## src/tlik_pkg.sv

```systemverilog
// ----------------------------------------------------------------------------
// tlik_pkg
// Types, constants and helper functions of the two-link arm kinematics block.
// ----------------------------------------------------------------------------
package tlik_pkg;

  localparam int ATAN_LEN    = 24;
  localparam int PI_Q24      = 52707179;
  localparam int HALF_PI_Q24 = 26353589;
  localparam int ONE_Q14     = 16384;

  localparam logic signed [15:0] LEVEL_TRIM_Q12 = -16'sd410;
  localparam logic signed [15:0] DOWN_TRIM_Q12  = 16'sd6390;

  typedef enum logic [2:0] {
    CFG_UPPER = 3'd0,
    CFG_LOWER = 3'd1,
    CFG_ELBOW = 3'd2,
    CFG_MAX   = 3'd3,
    CFG_MIN   = 3'd4,
    CFG_CLAW  = 3'd5
  } cfg_idx_t;

  typedef enum logic [4:0] {
    ST_IDLE,
    ST_YY,
    ST_ZZ,
    ST_MX,
    ST_MN,
    ST_AA,
    ST_BB,
    ST_AB,
    ST_CHK,
    ST_BRG,
    ST_SQC_GO,
    ST_SQC,
    ST_DEN,
    ST_DIV_GO,
    ST_DIV,
    ST_RSQ,
    ST_SQR_GO,
    ST_SQR,
    ST_ACS,
    ST_FIN
  } state_t;

  // atan(2^-i) at 2^-24 rad
  function automatic logic signed [27:0] atan_q24(input logic [4:0] i);
    logic signed [27:0] v;
    case (i)
      5'd0:  v = 28'sd13176795;
      5'd1:  v = 28'sd7778716;
      5'd2:  v = 28'sd4110060;
      5'd3:  v = 28'sd2086331;
      5'd4:  v = 28'sd1047214;
      5'd5:  v = 28'sd524117;
      5'd6:  v = 28'sd262123;
      5'd7:  v = 28'sd131069;
      5'd8:  v = 28'sd65536;
      5'd9:  v = 28'sd32768;
      5'd10: v = 28'sd16384;
      5'd11: v = 28'sd8192;
      5'd12: v = 28'sd4096;
      5'd13: v = 28'sd2048;
      5'd14: v = 28'sd1024;
      5'd15: v = 28'sd512;
      5'd16: v = 28'sd256;
      5'd17: v = 28'sd128;
      5'd18: v = 28'sd64;
      5'd19: v = 28'sd32;
      5'd20: v = 28'sd16;
      5'd21: v = 28'sd8;
      5'd22: v = 28'sd4;
      5'd23: v = 28'sd2;
      default: v = 28'sd0;
    endcase
    return v;
  endfunction

  function automatic logic signed [15:0] sat16(input logic signed [29:0] v);
    logic signed [15:0] r;
    if (v > 30'sd32767) r = 16'sh7fff;
    else if (v < -30'sd32768) r = 16'sh8000;
    else r = v[15:0];
    return r;
  endfunction

  function automatic logic signed [15:0] q24_to_q12(input logic signed [29:0] v);
    logic signed [29:0] t;
    t = (v + 30'sd2048) >>> 12;
    return sat16(t);
  endfunction

endpackage

```

## src/tlik_in_if.sv

```systemverilog
// ----------------------------------------------------------------------------
// tlik_in_if
// Target point channel.
// ----------------------------------------------------------------------------
interface tlik_in_if;
  logic               valid;
  logic               ready;
  logic signed [14:0] pos_y;
  logic signed [14:0] pos_z;
  modport source (output valid, pos_y, pos_z, input ready);
  modport sink   (input valid, pos_y, pos_z, output ready);
endinterface

```

## src/tlik_out_if.sv

```systemverilog
// ----------------------------------------------------------------------------
// tlik_out_if
// Joint angle result channel.
// ----------------------------------------------------------------------------
interface tlik_out_if;
  logic               valid;
  logic               ready;
  logic signed [15:0] shoulder_angle;
  logic signed [15:0] elbow_angle;
  logic signed [15:0] wrist_angle;
  logic               reachable;
  modport source (output valid, shoulder_angle, elbow_angle, wrist_angle, reachable,
                  input ready);
  modport sink   (input valid, shoulder_angle, elbow_angle, wrist_angle, reachable,
                  output ready);
endinterface

```

## src/tlik_cfg_if.sv

```systemverilog
// ----------------------------------------------------------------------------
// tlik_cfg_if
// Register write channel.
// ----------------------------------------------------------------------------
interface tlik_cfg_if;
  logic        valid;
  logic        ready;
  logic [2:0]  index;
  logic [15:0] data;
  modport source (output valid, index, data, input ready);
  modport sink   (input valid, index, data, output ready);
endinterface

```

## src/tlik_isqrt.sv

```systemverilog
// ----------------------------------------------------------------------------
// tlik_isqrt
// Floor integer square root of a 48-bit value, two radicand bits a cycle.
// ----------------------------------------------------------------------------
module tlik_isqrt import tlik_pkg::*; (
  input  logic        clk,
  input  logic        rst_n,
  input  logic        start,
  input  logic [47:0] val,
  output logic        done,
  output logic [23:0] root
);

  logic        busy_r;
  logic        done_r;
  logic [4:0]  cnt_r;
  logic [47:0] v_r;
  logic [47:0] q_r;
  logic [47:0] bitv;
  logic [47:0] trial;

  assign bitv  = 48'd1 << {cnt_r, 1'b0};
  assign trial = q_r + bitv;

  always_ff @(posedge clk) begin
    if (!rst_n) begin
      busy_r <= 1'b0;
      done_r <= 1'b0;
      cnt_r  <= '0;
    end else begin
      done_r <= 1'b0;
      if (start) begin
        busy_r <= 1'b1;
        cnt_r  <= 5'd23;
      end else if (busy_r) begin
        if (cnt_r == 5'd0) begin
          busy_r <= 1'b0;
          done_r <= 1'b1;
        end else begin
          cnt_r <= cnt_r - 5'd1;
        end
      end
    end
  end

  always_ff @(posedge clk) begin
    if (start) begin
      v_r <= val;
      q_r <= '0;
    end else if (busy_r) begin
      if (v_r >= trial) begin
        v_r <= v_r - trial;
        q_r <= (q_r >> 1) + bitv;
      end else begin
        q_r <= q_r >> 1;
      end
    end
  end

  assign done = done_r;
  assign root = q_r[23:0];

endmodule

```

## src/tlik_div.sv

```systemverilog
// ----------------------------------------------------------------------------
// tlik_div
// Rounded cosine ratio num/den in Q2.14, clamped to [-1, 1]; restoring
// division, one quotient bit a cycle.
// ----------------------------------------------------------------------------
module tlik_div import tlik_pkg::*; (
  input  logic               clk,
  input  logic               rst_n,
  input  logic               start,
  input  logic signed [31:0] num,
  input  logic [37:0]        den,
  input  logic               shift_hi,   // 1: shift 22, 0: shift 14
  output logic               done,
  output logic signed [15:0] quot
);

  logic        busy_r;
  logic        first_r;
  logic        done_r;
  logic [3:0]  cnt_r;
  logic [53:0] rem_r;
  logic [37:0] den_r;
  logic [15:0] q_r;
  logic        ovf_r;
  logic        neg_r;
  logic        zero_r;
  logic [31:0] mag;
  logic [53:0] mag_sh;
  logic [53:0] trial;
  logic [15:0] qm;

  assign mag    = num[31] ? 32'(-num) : 32'(num);
  assign mag_sh = shift_hi ? {mag, 22'b0} : {8'b0, mag, 14'b0};
  assign trial  = {16'b0, den_r} << cnt_r;

  always_ff @(posedge clk) begin
    if (!rst_n) begin
      busy_r  <= 1'b0;
      first_r <= 1'b0;
      done_r  <= 1'b0;
      cnt_r   <= '0;
    end else begin
      done_r <= 1'b0;
      if (start) begin
        busy_r  <= 1'b1;
        first_r <= 1'b1;
      end else if (busy_r) begin
        if (first_r) begin
          first_r <= 1'b0;
          cnt_r   <= 4'd15;
        end else if (cnt_r == 4'd0) begin
          busy_r <= 1'b0;
          done_r <= 1'b1;
        end else begin
          cnt_r <= cnt_r - 4'd1;
        end
      end
    end
  end

  always_ff @(posedge clk) begin
    if (start) begin
      rem_r  <= mag_sh + {17'b0, den[37:1]};
      den_r  <= den;
      neg_r  <= num[31];
      zero_r <= (num == 32'sd0);
      q_r    <= '0;
    end else if (busy_r) begin
      if (first_r) begin
        // quotient of 2^16 or more, or a zero divisor: clamp
        ovf_r <= (rem_r >= {den_r, 16'b0});
      end else if (rem_r >= trial) begin
        rem_r        <= rem_r - trial;
        q_r[cnt_r]   <= 1'b1;
      end
    end
  end

  always_comb begin
    if (zero_r) qm = '0;
    else if (ovf_r || (q_r > 16'(ONE_Q14))) qm = 16'(ONE_Q14);
    else qm = q_r;
    quot = neg_r ? -$signed(qm) : $signed(qm);
  end

  assign done = done_r;

endmodule

```

## src/tlik_cordic.sv

```systemverilog
// ----------------------------------------------------------------------------
// tlik_cordic
// Vectoring CORDIC: atan2(yy, xx) for yy >= 0, result in [0, pi] at 2^-24 rad.
// One micro-rotation a cycle.
// ----------------------------------------------------------------------------
module tlik_cordic import tlik_pkg::*; #(
  parameter int ITERATIONS = 16
) (
  input  logic               clk,
  input  logic               rst_n,
  input  logic               start,
  input  logic signed [15:0] yy,
  input  logic signed [15:0] xx,
  output logic               done,
  output logic signed [27:0] ang
);

  localparam int STEPS = (ITERATIONS > ATAN_LEN) ? ATAN_LEN : ITERATIONS;

  logic               busy_r;
  logic               done_r;
  logic [4:0]         cnt_r;
  logic signed [33:0] x_r;
  logic signed [33:0] y_r;
  logic signed [27:0] ang_r;
  logic signed [33:0] xs;
  logic signed [33:0] ys;
  logic               origin;

  assign origin = (xx == 16'sd0) && (yy == 16'sd0);
  assign xs     = x_r >>> cnt_r;
  assign ys     = y_r >>> cnt_r;

  always_ff @(posedge clk) begin
    if (!rst_n) begin
      busy_r <= 1'b0;
      done_r <= 1'b0;
      cnt_r  <= '0;
    end else begin
      done_r <= 1'b0;
      if (start) begin
        cnt_r <= '0;
        if (origin) begin
          done_r <= 1'b1;
        end else begin
          busy_r <= 1'b1;
        end
      end else if (busy_r) begin
        if (cnt_r == 5'(STEPS - 1)) begin
          busy_r <= 1'b0;
          done_r <= 1'b1;
        end else begin
          cnt_r <= cnt_r + 5'd1;
        end
      end
    end
  end

  always_ff @(posedge clk) begin
    if (start) begin
      if (origin) begin
        ang_r <= '0;
      end else if (xx < 16'sd0) begin
        // pre-rotate by -pi/2 into the right half plane
        x_r   <= 34'(yy) <<< 16;
        y_r   <= (-(34'(xx))) <<< 16;
        ang_r <= 28'(HALF_PI_Q24);
      end else begin
        x_r   <= 34'(xx) <<< 16;
        y_r   <= 34'(yy) <<< 16;
        ang_r <= '0;
      end
    end else if (busy_r) begin
      if (y_r >= 34'sd0) begin
        x_r   <= x_r + ys;
        y_r   <= y_r - xs;
        ang_r <= ang_r + atan_q24(cnt_r);
      end else begin
        x_r   <= x_r - ys;
        y_r   <= y_r + xs;
        ang_r <= ang_r - atan_q24(cnt_r);
      end
    end
  end

  assign done = done_r;
  assign ang  = ang_r;

endmodule

```

## src/two_link_arm_inverse_kinematics.sv

```systemverilog
// ----------------------------------------------------------------------------
// two_link_arm_inverse_kinematics
// Shoulder, elbow and wrist angles of a two-link arm with claw for a target
// point, by law of cosines with iterative sqrt, divide and CORDIC units.
//
//   channel  dir  word
//   in_ch    in   pos_y, pos_z (Q4 mm)
//   out_ch   out  shoulder/elbow/wrist angle (Q4.12 rad), reachable
//   cfg_ch   in   index, data (register write, always ready)
//
// An item in reach passes through three CORDIC runs of CORDIC_ITERATIONS
// micro-rotations (capped at 24), three square roots and two divisions, in
// turn, under one sequencer; a target outside the reach window goes from the
// reach check straight to the last step. The sequencer returns to idle
// before the next target is taken.
// in_ch is ready only in idle. A result waits in the output register and the
// next target is taken meanwhile; the sequencer stalls at its last step while
// an earlier result is not yet taken. Synchronous reset, no clearing pass.
// ----------------------------------------------------------------------------
module two_link_arm_inverse_kinematics import tlik_pkg::*; #(
  parameter int CORDIC_ITERATIONS = 16
) (
  input  logic       clk,
  input  logic       rst_n,
  tlik_in_if.sink    in_ch,
  tlik_out_if.source out_ch,
  tlik_cfg_if.sink   cfg_ch
);

  state_t state_r, state_nxt;

  logic [12:0]        upper_r;
  logic [12:0]        lower_r;
  logic signed [15:0] elbow_off_r;
  logic [13:0]        max_r;
  logic [13:0]        min_r;
  logic               claw_r;

  logic signed [14:0] y_r;
  logic signed [14:0] z_r;
  logic [29:0]        c2_r;
  logic [27:0]        mx2_r;
  logic [27:0]        mn2_r;
  logic [25:0]        aa_r;
  logic [25:0]        bb_r;
  logic [25:0]        ab_r;
  logic [22:0]        cq_r;
  logic signed [15:0] r_r;
  logic signed [27:0] bearing_r;
  logic signed [27:0] ac1_r;
  logic signed [27:0] ac2_r;
  logic               pass_r;
  logic               reach_r;
  logic signed [49:0] prod_r;

  logic signed [15:0] sh_r;
  logic signed [15:0] el_r;
  logic signed [15:0] wr_r;
  logic               reach_out_r;
  logic               out_valid_r;

  logic signed [24:0] mul_a;
  logic signed [24:0] mul_b;
  logic               cor_start;
  logic signed [15:0] cor_yy;
  logic signed [15:0] cor_xx;
  logic               cor_done;
  logic signed [27:0] cor_ang;
  logic               sq_start;
  logic [47:0]        sq_val;
  logic               sq_done;
  logic [23:0]        sq_root;
  logic               dv_start;
  logic signed [31:0] dv_num;
  logic [37:0]        dv_den;
  logic               dv_hi;
  logic               dv_done;
  logic signed [15:0] dv_quot;

  logic               in_fire;
  logic               out_free;
  logic               in_reach;
  logic signed [31:0] num1;
  logic signed [31:0] num2;
  logic signed [29:0] sh_full;
  logic signed [29:0] el_full;
  logic signed [29:0] wr_full;
  logic signed [15:0] sh16;
  logic signed [15:0] el16;
  logic signed [15:0] wr16;

  assign in_ch.ready  = (state_r == ST_IDLE);
  assign in_fire      = in_ch.valid && in_ch.ready;
  assign out_free     = !out_valid_r || out_ch.ready;
  assign cfg_ch.ready = 1'b1;

  assign in_reach = !((c2_r > {2'b0, mx2_r}) || (c2_r < {2'b0, mn2_r}));
  assign num1 = $signed({2'b0, c2_r}) + $signed({6'b0, bb_r}) - $signed({6'b0, aa_r});
  assign num2 = $signed({6'b0, aa_r}) + $signed({6'b0, bb_r}) - $signed({2'b0, c2_r});

  assign sh_full = 30'(PI_Q24) - (30'(ac1_r) + 30'(bearing_r));
  assign el_full = 30'(ac2_r) - 30'($signed({elbow_off_r, 12'b0}));
  assign sh16    = q24_to_q12(sh_full);
  assign el16    = q24_to_q12(el_full);
  assign wr_full = 30'(el16) - 30'(sh16) + 30'(claw_r ? DOWN_TRIM_Q12 : LEVEL_TRIM_Q12);
  assign wr16    = sat16(wr_full);

  // configuration registers
  always_ff @(posedge clk) begin
    if (!rst_n) begin
      upper_r     <= 13'd3021;
      lower_r     <= 13'd2880;
      elbow_off_r <= 16'sd1256;
      max_r       <= 14'd5760;
      min_r       <= 14'd141;
      claw_r      <= 1'b0;
    end else if (cfg_ch.valid) begin
      case (cfg_ch.index)
        CFG_UPPER: upper_r     <= cfg_ch.data[12:0];
        CFG_LOWER: lower_r     <= cfg_ch.data[12:0];
        CFG_ELBOW: elbow_off_r <= $signed(cfg_ch.data);
        CFG_MAX:   max_r       <= cfg_ch.data[13:0];
        CFG_MIN:   min_r       <= cfg_ch.data[13:0];
        CFG_CLAW:  claw_r      <= cfg_ch.data[0];
        default: ;
      endcase
    end
  end

  // next state
  always_comb begin
    state_nxt = state_r;
    case (state_r)
      ST_IDLE:   if (in_fire) state_nxt = ST_YY;
      ST_YY:     state_nxt = ST_ZZ;
      ST_ZZ:     state_nxt = ST_MX;
      ST_MX:     state_nxt = ST_MN;
      ST_MN:     state_nxt = ST_AA;
      ST_AA:     state_nxt = ST_BB;
      ST_BB:     state_nxt = ST_AB;
      ST_AB:     state_nxt = ST_CHK;
      ST_CHK:    state_nxt = in_reach ? ST_BRG : ST_FIN;
      ST_BRG:    if (cor_done) state_nxt = ST_SQC_GO;
      ST_SQC_GO: state_nxt = ST_SQC;
      ST_SQC:    if (sq_done) state_nxt = ST_DEN;
      ST_DEN:    state_nxt = ST_DIV_GO;
      ST_DIV_GO: state_nxt = ST_DIV;
      ST_DIV:    if (dv_done) state_nxt = ST_RSQ;
      ST_RSQ:    state_nxt = ST_SQR_GO;
      ST_SQR_GO: state_nxt = ST_SQR;
      ST_SQR:    if (sq_done) state_nxt = ST_ACS;
      ST_ACS:    if (cor_done) state_nxt = pass_r ? ST_FIN : ST_DIV_GO;
      ST_FIN:    if (out_free) state_nxt = ST_IDLE;
      default:   state_nxt = ST_IDLE;
    endcase
  end

  // unit controls and multiplier operands
  always_comb begin
    mul_a     = '0;
    mul_b     = '0;
    cor_start = 1'b0;
    cor_yy    = 16'(z_r);
    cor_xx    = 16'(y_r);
    sq_start  = 1'b0;
    sq_val    = {2'b0, c2_r, 16'b0};
    dv_start  = 1'b0;
    dv_num    = pass_r ? num2 : num1;
    // first pass: the 2b*c product from ST_DEN sits in prod_r during ST_DIV_GO
    dv_den    = pass_r ? {11'b0, ab_r, 1'b0} : prod_r[37:0];
    dv_hi     = !pass_r;
    case (state_r)
      ST_YY: begin
        mul_a = 25'(y_r);
        mul_b = 25'(y_r);
      end
      ST_ZZ: begin
        mul_a = 25'(z_r);
        mul_b = 25'(z_r);
      end
      ST_MX: begin
        mul_a = $signed({11'b0, max_r});
        mul_b = $signed({11'b0, max_r});
      end
      ST_MN: begin
        mul_a = $signed({11'b0, min_r});
        mul_b = $signed({11'b0, min_r});
      end
      ST_AA: begin
        mul_a = $signed({12'b0, upper_r});
        mul_b = $signed({12'b0, upper_r});
      end
      ST_BB: begin
        mul_a = $signed({12'b0, lower_r});
        mul_b = $signed({12'b0, lower_r});
      end
      ST_AB: begin
        mul_a = $signed({12'b0, upper_r});
        mul_b = $signed({12'b0, lower_r});
      end
      ST_CHK:    cor_start = in_reach;
      ST_SQC_GO: sq_start = 1'b1;
      ST_DEN: begin
        mul_a = $signed({11'b0, lower_r, 1'b0});
        mul_b = $signed({2'b0, cq_r});
      end
      ST_DIV_GO: dv_start = 1'b1;
      ST_RSQ: begin
        mul_a = 25'(r_r);
        mul_b = 25'(r_r);
      end
      ST_SQR_GO: begin
        sq_start = 1'b1;
        sq_val   = 48'(ONE_Q14 * ONE_Q14) - {19'b0, prod_r[28:0]};
      end
      ST_SQR: begin
        cor_start = sq_done;
        cor_yy    = $signed(sq_root[15:0]);
        cor_xx    = r_r;
      end
      default: ;
    endcase
  end

  always_ff @(posedge clk) begin
    if (!rst_n) begin
      state_r     <= ST_IDLE;
      out_valid_r <= 1'b0;
      sh_r        <= '0;
      el_r        <= '0;
      wr_r        <= '0;
      reach_out_r <= 1'b0;
    end else begin
      state_r <= state_nxt;
      if (out_valid_r && out_ch.ready) out_valid_r <= 1'b0;
      if (state_r == ST_FIN && out_free) begin
        out_valid_r <= 1'b1;
        reach_out_r <= reach_r;
        if (reach_r) begin
          sh_r <= sh16;
          el_r <= el16;
          wr_r <= wr16;
        end
      end
    end
  end

  // datapath
  always_ff @(posedge clk) begin
    prod_r <= mul_a * mul_b;
    case (state_r)
      ST_IDLE: begin
        if (in_fire) begin
          y_r    <= in_ch.pos_y;
          z_r    <= in_ch.pos_z[14] ? 15'sd0 : in_ch.pos_z;
          pass_r <= 1'b0;
        end
      end
      ST_ZZ:  c2_r  <= prod_r[29:0];
      ST_MX:  c2_r  <= c2_r + prod_r[29:0];
      ST_MN:  mx2_r <= prod_r[27:0];
      ST_AA:  mn2_r <= prod_r[27:0];
      ST_BB:  aa_r  <= prod_r[25:0];
      ST_AB:  bb_r  <= prod_r[25:0];
      ST_CHK: begin
        ab_r    <= prod_r[25:0];
        reach_r <= in_reach;
      end
      ST_BRG:    if (cor_done) bearing_r <= cor_ang;
      ST_SQC:    if (sq_done) cq_r <= sq_root[22:0];
      ST_DIV:    if (dv_done) r_r <= dv_quot;
      ST_ACS: begin
        if (cor_done) begin
          if (pass_r) ac2_r <= cor_ang;
          else ac1_r <= cor_ang;
          pass_r <= 1'b1;
        end
      end
      default: ;
    endcase
  end

  tlik_cordic #(.ITERATIONS(CORDIC_ITERATIONS)) u_cordic (
    .clk   (clk),
    .rst_n (rst_n),
    .start (cor_start),
    .yy    (cor_yy),
    .xx    (cor_xx),
    .done  (cor_done),
    .ang   (cor_ang)
  );

  tlik_isqrt u_isqrt (
    .clk   (clk),
    .rst_n (rst_n),
    .start (sq_start),
    .val   (sq_val),
    .done  (sq_done),
    .root  (sq_root)
  );

  tlik_div u_div (
    .clk      (clk),
    .rst_n    (rst_n),
    .start    (dv_start),
    .num      (dv_num),
    .den      (dv_den),
    .shift_hi (dv_hi),
    .done     (dv_done),
    .quot     (dv_quot)
  );

  assign out_ch.valid          = out_valid_r;
  assign out_ch.shoulder_angle = sh_r;
  assign out_ch.elbow_angle    = el_r;
  assign out_ch.wrist_angle    = wr_r;
  assign out_ch.reachable      = reach_out_r;

endmodule

```

## src/flat_wrapper.sv

```systemverilog
// flat-port wrapper written by rule: the top's interface ports become plain ports
module two_link_arm_inverse_kinematics_flat import tlik_pkg::*;
#(
  parameter int CORDIC_ITERATIONS = 16
)
  (clk, rst_n, in_ch_valid, in_ch_pos_y, in_ch_pos_z, in_ch_ready, out_ch_valid, out_ch_shoulder_angle, out_ch_elbow_angle, out_ch_wrist_angle, out_ch_reachable, out_ch_ready, cfg_ch_valid, cfg_ch_index, cfg_ch_data, cfg_ch_ready);
  tlik_in_if in_ch_i ();
  tlik_out_if out_ch_i ();
  tlik_cfg_if cfg_ch_i ();
  input  logic clk;
  input  logic rst_n;
  input wire logic [$bits(in_ch_i.valid)-1:0] in_ch_valid;
  input wire logic [$bits(in_ch_i.pos_y)-1:0] in_ch_pos_y;
  input wire logic [$bits(in_ch_i.pos_z)-1:0] in_ch_pos_z;
  output wire logic [$bits(in_ch_i.ready)-1:0] in_ch_ready;
  output wire logic [$bits(out_ch_i.valid)-1:0] out_ch_valid;
  output wire logic [$bits(out_ch_i.shoulder_angle)-1:0] out_ch_shoulder_angle;
  output wire logic [$bits(out_ch_i.elbow_angle)-1:0] out_ch_elbow_angle;
  output wire logic [$bits(out_ch_i.wrist_angle)-1:0] out_ch_wrist_angle;
  output wire logic [$bits(out_ch_i.reachable)-1:0] out_ch_reachable;
  input wire logic [$bits(out_ch_i.ready)-1:0] out_ch_ready;
  input wire logic [$bits(cfg_ch_i.valid)-1:0] cfg_ch_valid;
  input wire logic [$bits(cfg_ch_i.index)-1:0] cfg_ch_index;
  input wire logic [$bits(cfg_ch_i.data)-1:0] cfg_ch_data;
  output wire logic [$bits(cfg_ch_i.ready)-1:0] cfg_ch_ready;
  assign in_ch_i.valid = in_ch_valid;
  assign in_ch_i.pos_y = in_ch_pos_y;
  assign in_ch_i.pos_z = in_ch_pos_z;
  assign in_ch_ready = in_ch_i.ready;
  assign out_ch_valid = out_ch_i.valid;
  assign out_ch_shoulder_angle = out_ch_i.shoulder_angle;
  assign out_ch_elbow_angle = out_ch_i.elbow_angle;
  assign out_ch_wrist_angle = out_ch_i.wrist_angle;
  assign out_ch_reachable = out_ch_i.reachable;
  assign out_ch_i.ready = out_ch_ready;
  assign cfg_ch_i.valid = cfg_ch_valid;
  assign cfg_ch_i.index = cfg_ch_index;
  assign cfg_ch_i.data = cfg_ch_data;
  assign cfg_ch_ready = cfg_ch_i.ready;
  two_link_arm_inverse_kinematics #(.CORDIC_ITERATIONS(CORDIC_ITERATIONS)) u_core (.clk(clk), .rst_n(rst_n), .in_ch(in_ch_i), .out_ch(out_ch_i), .cfg_ch(cfg_ch_i));
endmodule
```

## config.mk

```make
export PLATFORM = sky130hd
export DESIGN_NAME = two_link_arm_inverse_kinematics_flat
export DESIGN_NICKNAME = d
export VERILOG_FILES = /design/src/tlik_pkg.sv /design/src/tlik_in_if.sv /design/src/tlik_out_if.sv /design/src/tlik_cfg_if.sv /design/src/tlik_isqrt.sv /design/src/tlik_div.sv /design/src/tlik_cordic.sv /design/src/two_link_arm_inverse_kinematics.sv /design/src/flat_wrapper.sv
export SDC_FILE = /design/constraint.sdc
export NUM_CORES = 2
export LEC_CHECK = 0
export BUFFER_PORTS_ARGS = -buffer_cell sky130_fd_sc_hd__buf_4
export CAP_MARGIN = 20
export CORE_UTILIZATION = 60
export CTS_CLUSTER_DIAMETER = 30
export DETAILED_ROUTE_END_ITERATION = 6
export PLACE_DENSITY = 0.76
export SETUP_SLACK_MARGIN = 0.15
export SYNTH_ARGS = -nofsm -noshare
export SYNTH_HDL_FRONTEND = slang
export SYNTH_SLANG_ARGS = --single-unit
export TNS_END_PERCENT = 50
```

## constraint.sdc

```tcl
create_clock -name clk -period 14.6 [get_ports clk]
set_input_delay 2.92 -clock clk [delete_from_list [all_inputs] [get_ports clk]]
set_output_delay 2.92 -clock clk [all_outputs]
set_load 0.1 [all_outputs]
```

==> flow_summary.yaml <==
outcome:
  run_status: "finished, violations left"
  violations: "DRC"
critical_path:
  worst-path-stages: 43
  slowest_stage: "clkinv_1"
  max_stage_delay_ns: 0.63
  critPathKind: "flip-flop to flip-flop"
  critPathBufInv: 1
  cp.required_ns: 15.08
  arrival_ns: 12.15
  path_common_cell: "a21oi_1"
  crit_fanout: 28
  reg2reg_depth: 43
  crit_family: "compound AO/OA/AOI/OAI gates"
  cp-startpoint: "u_core.bb_r[0]"
  critPathCaptureType: "flip-flop"
  r2r_start: "u_core.bb_r[0]"
  cp-start-kind: "flip-flop"
placement:
  gp_congestion: 1.01
  pre_cts_ws_ns: 3.23
  dpl.hpwl_um: 205000
  dpl_cell_area_um2: 85300
  dp.cells: 11000
  port-buffer-count: 104
sta:
  tns_ns: 0
  timing.fmax_ghz: 0.0857
  fin_ws_ns: 2.93
  final.setup_skew_ns: 0.0911
  finalMaxSlewViolations: 0
  setup_viol: 0
  whs_ns: 0.454
  rsz0062_at_grt: "false"
  post-route-min-period_ns: 11.67
  period_share: 0.799
  maxSlewHeadroom: 0.225
  worst_slew_pin_slew_ns: 1.16
  finalHoldViolations: 0
yosys:
  syn_avg_cell_area_um2: 8.86
  syn_nets: 10600
  synth_ff_type: "edfxtp_1"
  synth-compound-area-share: 0.173
  synth-edff-count: 556
  ys_seq_area_frac: 0.267
  ys_seq_elements: 829
  synth_async_sr_flop_share: 0
  synth-simple-area-share: 0.162
  ys_types: 112
  synth_top_area_share: 0.201
  synthMuxAreaShare: 0.0555
  syn_inst: 9353
  synth-xor-area-share: 0.0691
  synth_fa_ha_area_frac: 0.216
  ys.warnings.count: 0
  yosysTopAreaCell: "edfxtp_1"
  synth_top_family_by_area: "adder cells"
  synthTopCellsByArea: "edfxtp_1 20%, ha_1 11%, fa_1 11%"
  synth_area_um2: 82900
grt:
  track_usage: 0.374
  grt_overflow: 0
  grt_pass1_vias: 70300
  antenna_found_initial: 14
  grt_first_pass_wirelength_um: 407000
  grt_max_degree: 146
clock_tree:
  postCtsSetupBuffers: 0
  clk_pin_slew_ns: 0.05
  htree_levels: 4
  cts_root_buf: "clkbuf_16"
  cts_buffer_depth: 3
  cts_sinks: 829
  clk_latency_ns: 0.86
  holdBufCountCts: 0
  cts_resized: 0
  cts_inserted_buffers: 206
  cts_tree: "yes"
power:
  p_per_area_nw_per_um2: 138
  leakagePower_nw: 39.8
  p_total_mw: 12.8
  irDropWorstVdd_mv: 0.113
final_layout:
  nFillCells: 10900
  synthToLayoutAreaGrowth_pct: 12.0
  final_nets: 10600
  fin_util: 0.676
  layout_commonest_cell: "nand2_1"
  final_cell_mix: "1091 x nand2_1, 841 x inv_1, 760 x nor2_1"
  instances_no_fill: 11400
  stdcell_area_um2: 92800
  drive_gt1_frac: 0.0931
detailed_routing:
  antenna_left: 0
  drc_errors: 13
  drt_wl_total_um: 266000
  dr.pass1.iters: 7
  avgViaCountPerCell: 6.41
  vias: 72900
  drt_iter0_drc: 7874
  avgRoutedWirePerCell_um: 23.4
min_path:
  whs_path_depth: 2
  hp-start: "u_core.max_r[2]"
  hold_class: "flip-flop to flip-flop"
floorplanning:
  start_util: 0.604
  io_pins: 106
  core_region_area_um2: 137000
  fp.dieW_um: 374
  die_h_um: 374
  placementRows: 136
  die_area_um2: 140000
flow_run:
  maxCapViolations: 0
-- worst paths after layout --
path | end | slack (ns)
worst max-delay path | u_core.u_div.rem_r[48] | 2.93
worst min-delay path | u_core.max_r[2] | 0.45
worst max register to register | u_core.u_div.rem_r[48] | 2.93
worst min register to register | u_core.max_r[2] | 0.45
-- registers in the layout, indices dropped and copies added, names as in the netlist, 30 cells and up, named ones only --
signal	count
u_core.u_isqrt.q_r	48
u_core.u_isqrt.v_r	48
u_core.c2_r	30
u_core.prod_r	38
u_core.u_cordic.x_r	34
u_core.u_div.den_r	38
u_core.u_div.rem_r	54
u_core.u_cordic.y_r	34
-- Yosys cell counts, types with 43 or more instances --
| cell type | count |
|---|---|
| nand4_1 | 91 |
| a21oi_1 | 621 |
| a31oi_1 | 90 |
| dfxtp_1 | 273 |
| nor2b_1 | 130 |
| mux2i_1 | 133 |
| o21bai_1 | 64 |
| edfxtp_1 | 556 |
| nand2_1 | 1093 |
| mux4_2 | 110 |
| o21ai_0 | 538 |
| ha_1 | 734 |
| and3_1 | 65 |
| nor3_1 | 171 |
| xnor2_1 | 383 |
| a21o_1 | 199 |
| inv_1 | 842 |
| clkbuf_1 | 304 |
| nand2b_1 | 114 |
| or3_1 | 49 |
| mux2_2 | 70 |
| xor2_1 | 271 |
| a211oi_1 | 110 |
| o21a_1 | 94 |
| and2_1 | 43 |
| nor2_1 | 768 |
| o31ai_1 | 49 |
| fa_1 | 436 |
| nand3_1 | 181 |
| o211ai_1 | 77 |
-- routing by layer --
layer  up-vias  track usage  wire [um]
met5         -            0         21
met2      3618        0.570     116000
met3       621       0.0791      27400
met4         4        0.161      11500
li1      33300            -          -
met1     35300        0.514     111000
-- cell families (layout without fill, tap and decap cells) --
group | after synthesis | count (layout)
simple gates | 2916 | 2916
compound gates | 2238 | 2238
buf+inv | 1230 | 1444
fa+ha+maj | 1172 | 1172
flops | 829 | 829
xor+xnor | 654 | 654
mux | 313 | 313
other cells | 1 | 9
-- final cells by class --
class	instances	area (um^2)	area share
Inverter	853	3200	0.0345
Antenna cell	8	20.0	0.000216
Multi-Input combinational cell	7294	56200	0.605
Tap cell	1794	2240	0.0242
Clock inverter	159	2000	0.0216
Timing Repair Buffer	199	1550	0.0167
Sequential cell	829	22200	0.239
Clock buffer	233	5450	0.0587
-- power breakdown --
part	internal, mW	switching, mW
clock network	3.17	1.65
registers	2.72	0.263
logic	1.86	3.10
-- worst register-to-register path, delay by kind of cell (launching register included) --
kind / cells / cell delay (ns)
compound gates: 28 / 6.59
xor+xnor: 3 / 0.41
fa+ha+maj: 4 / 1.39
buf+inv: 1 / 0.63
flops: 1 / 0.40
simple gates: 7 / 1.90
Power figures use the tool's default switching activity.
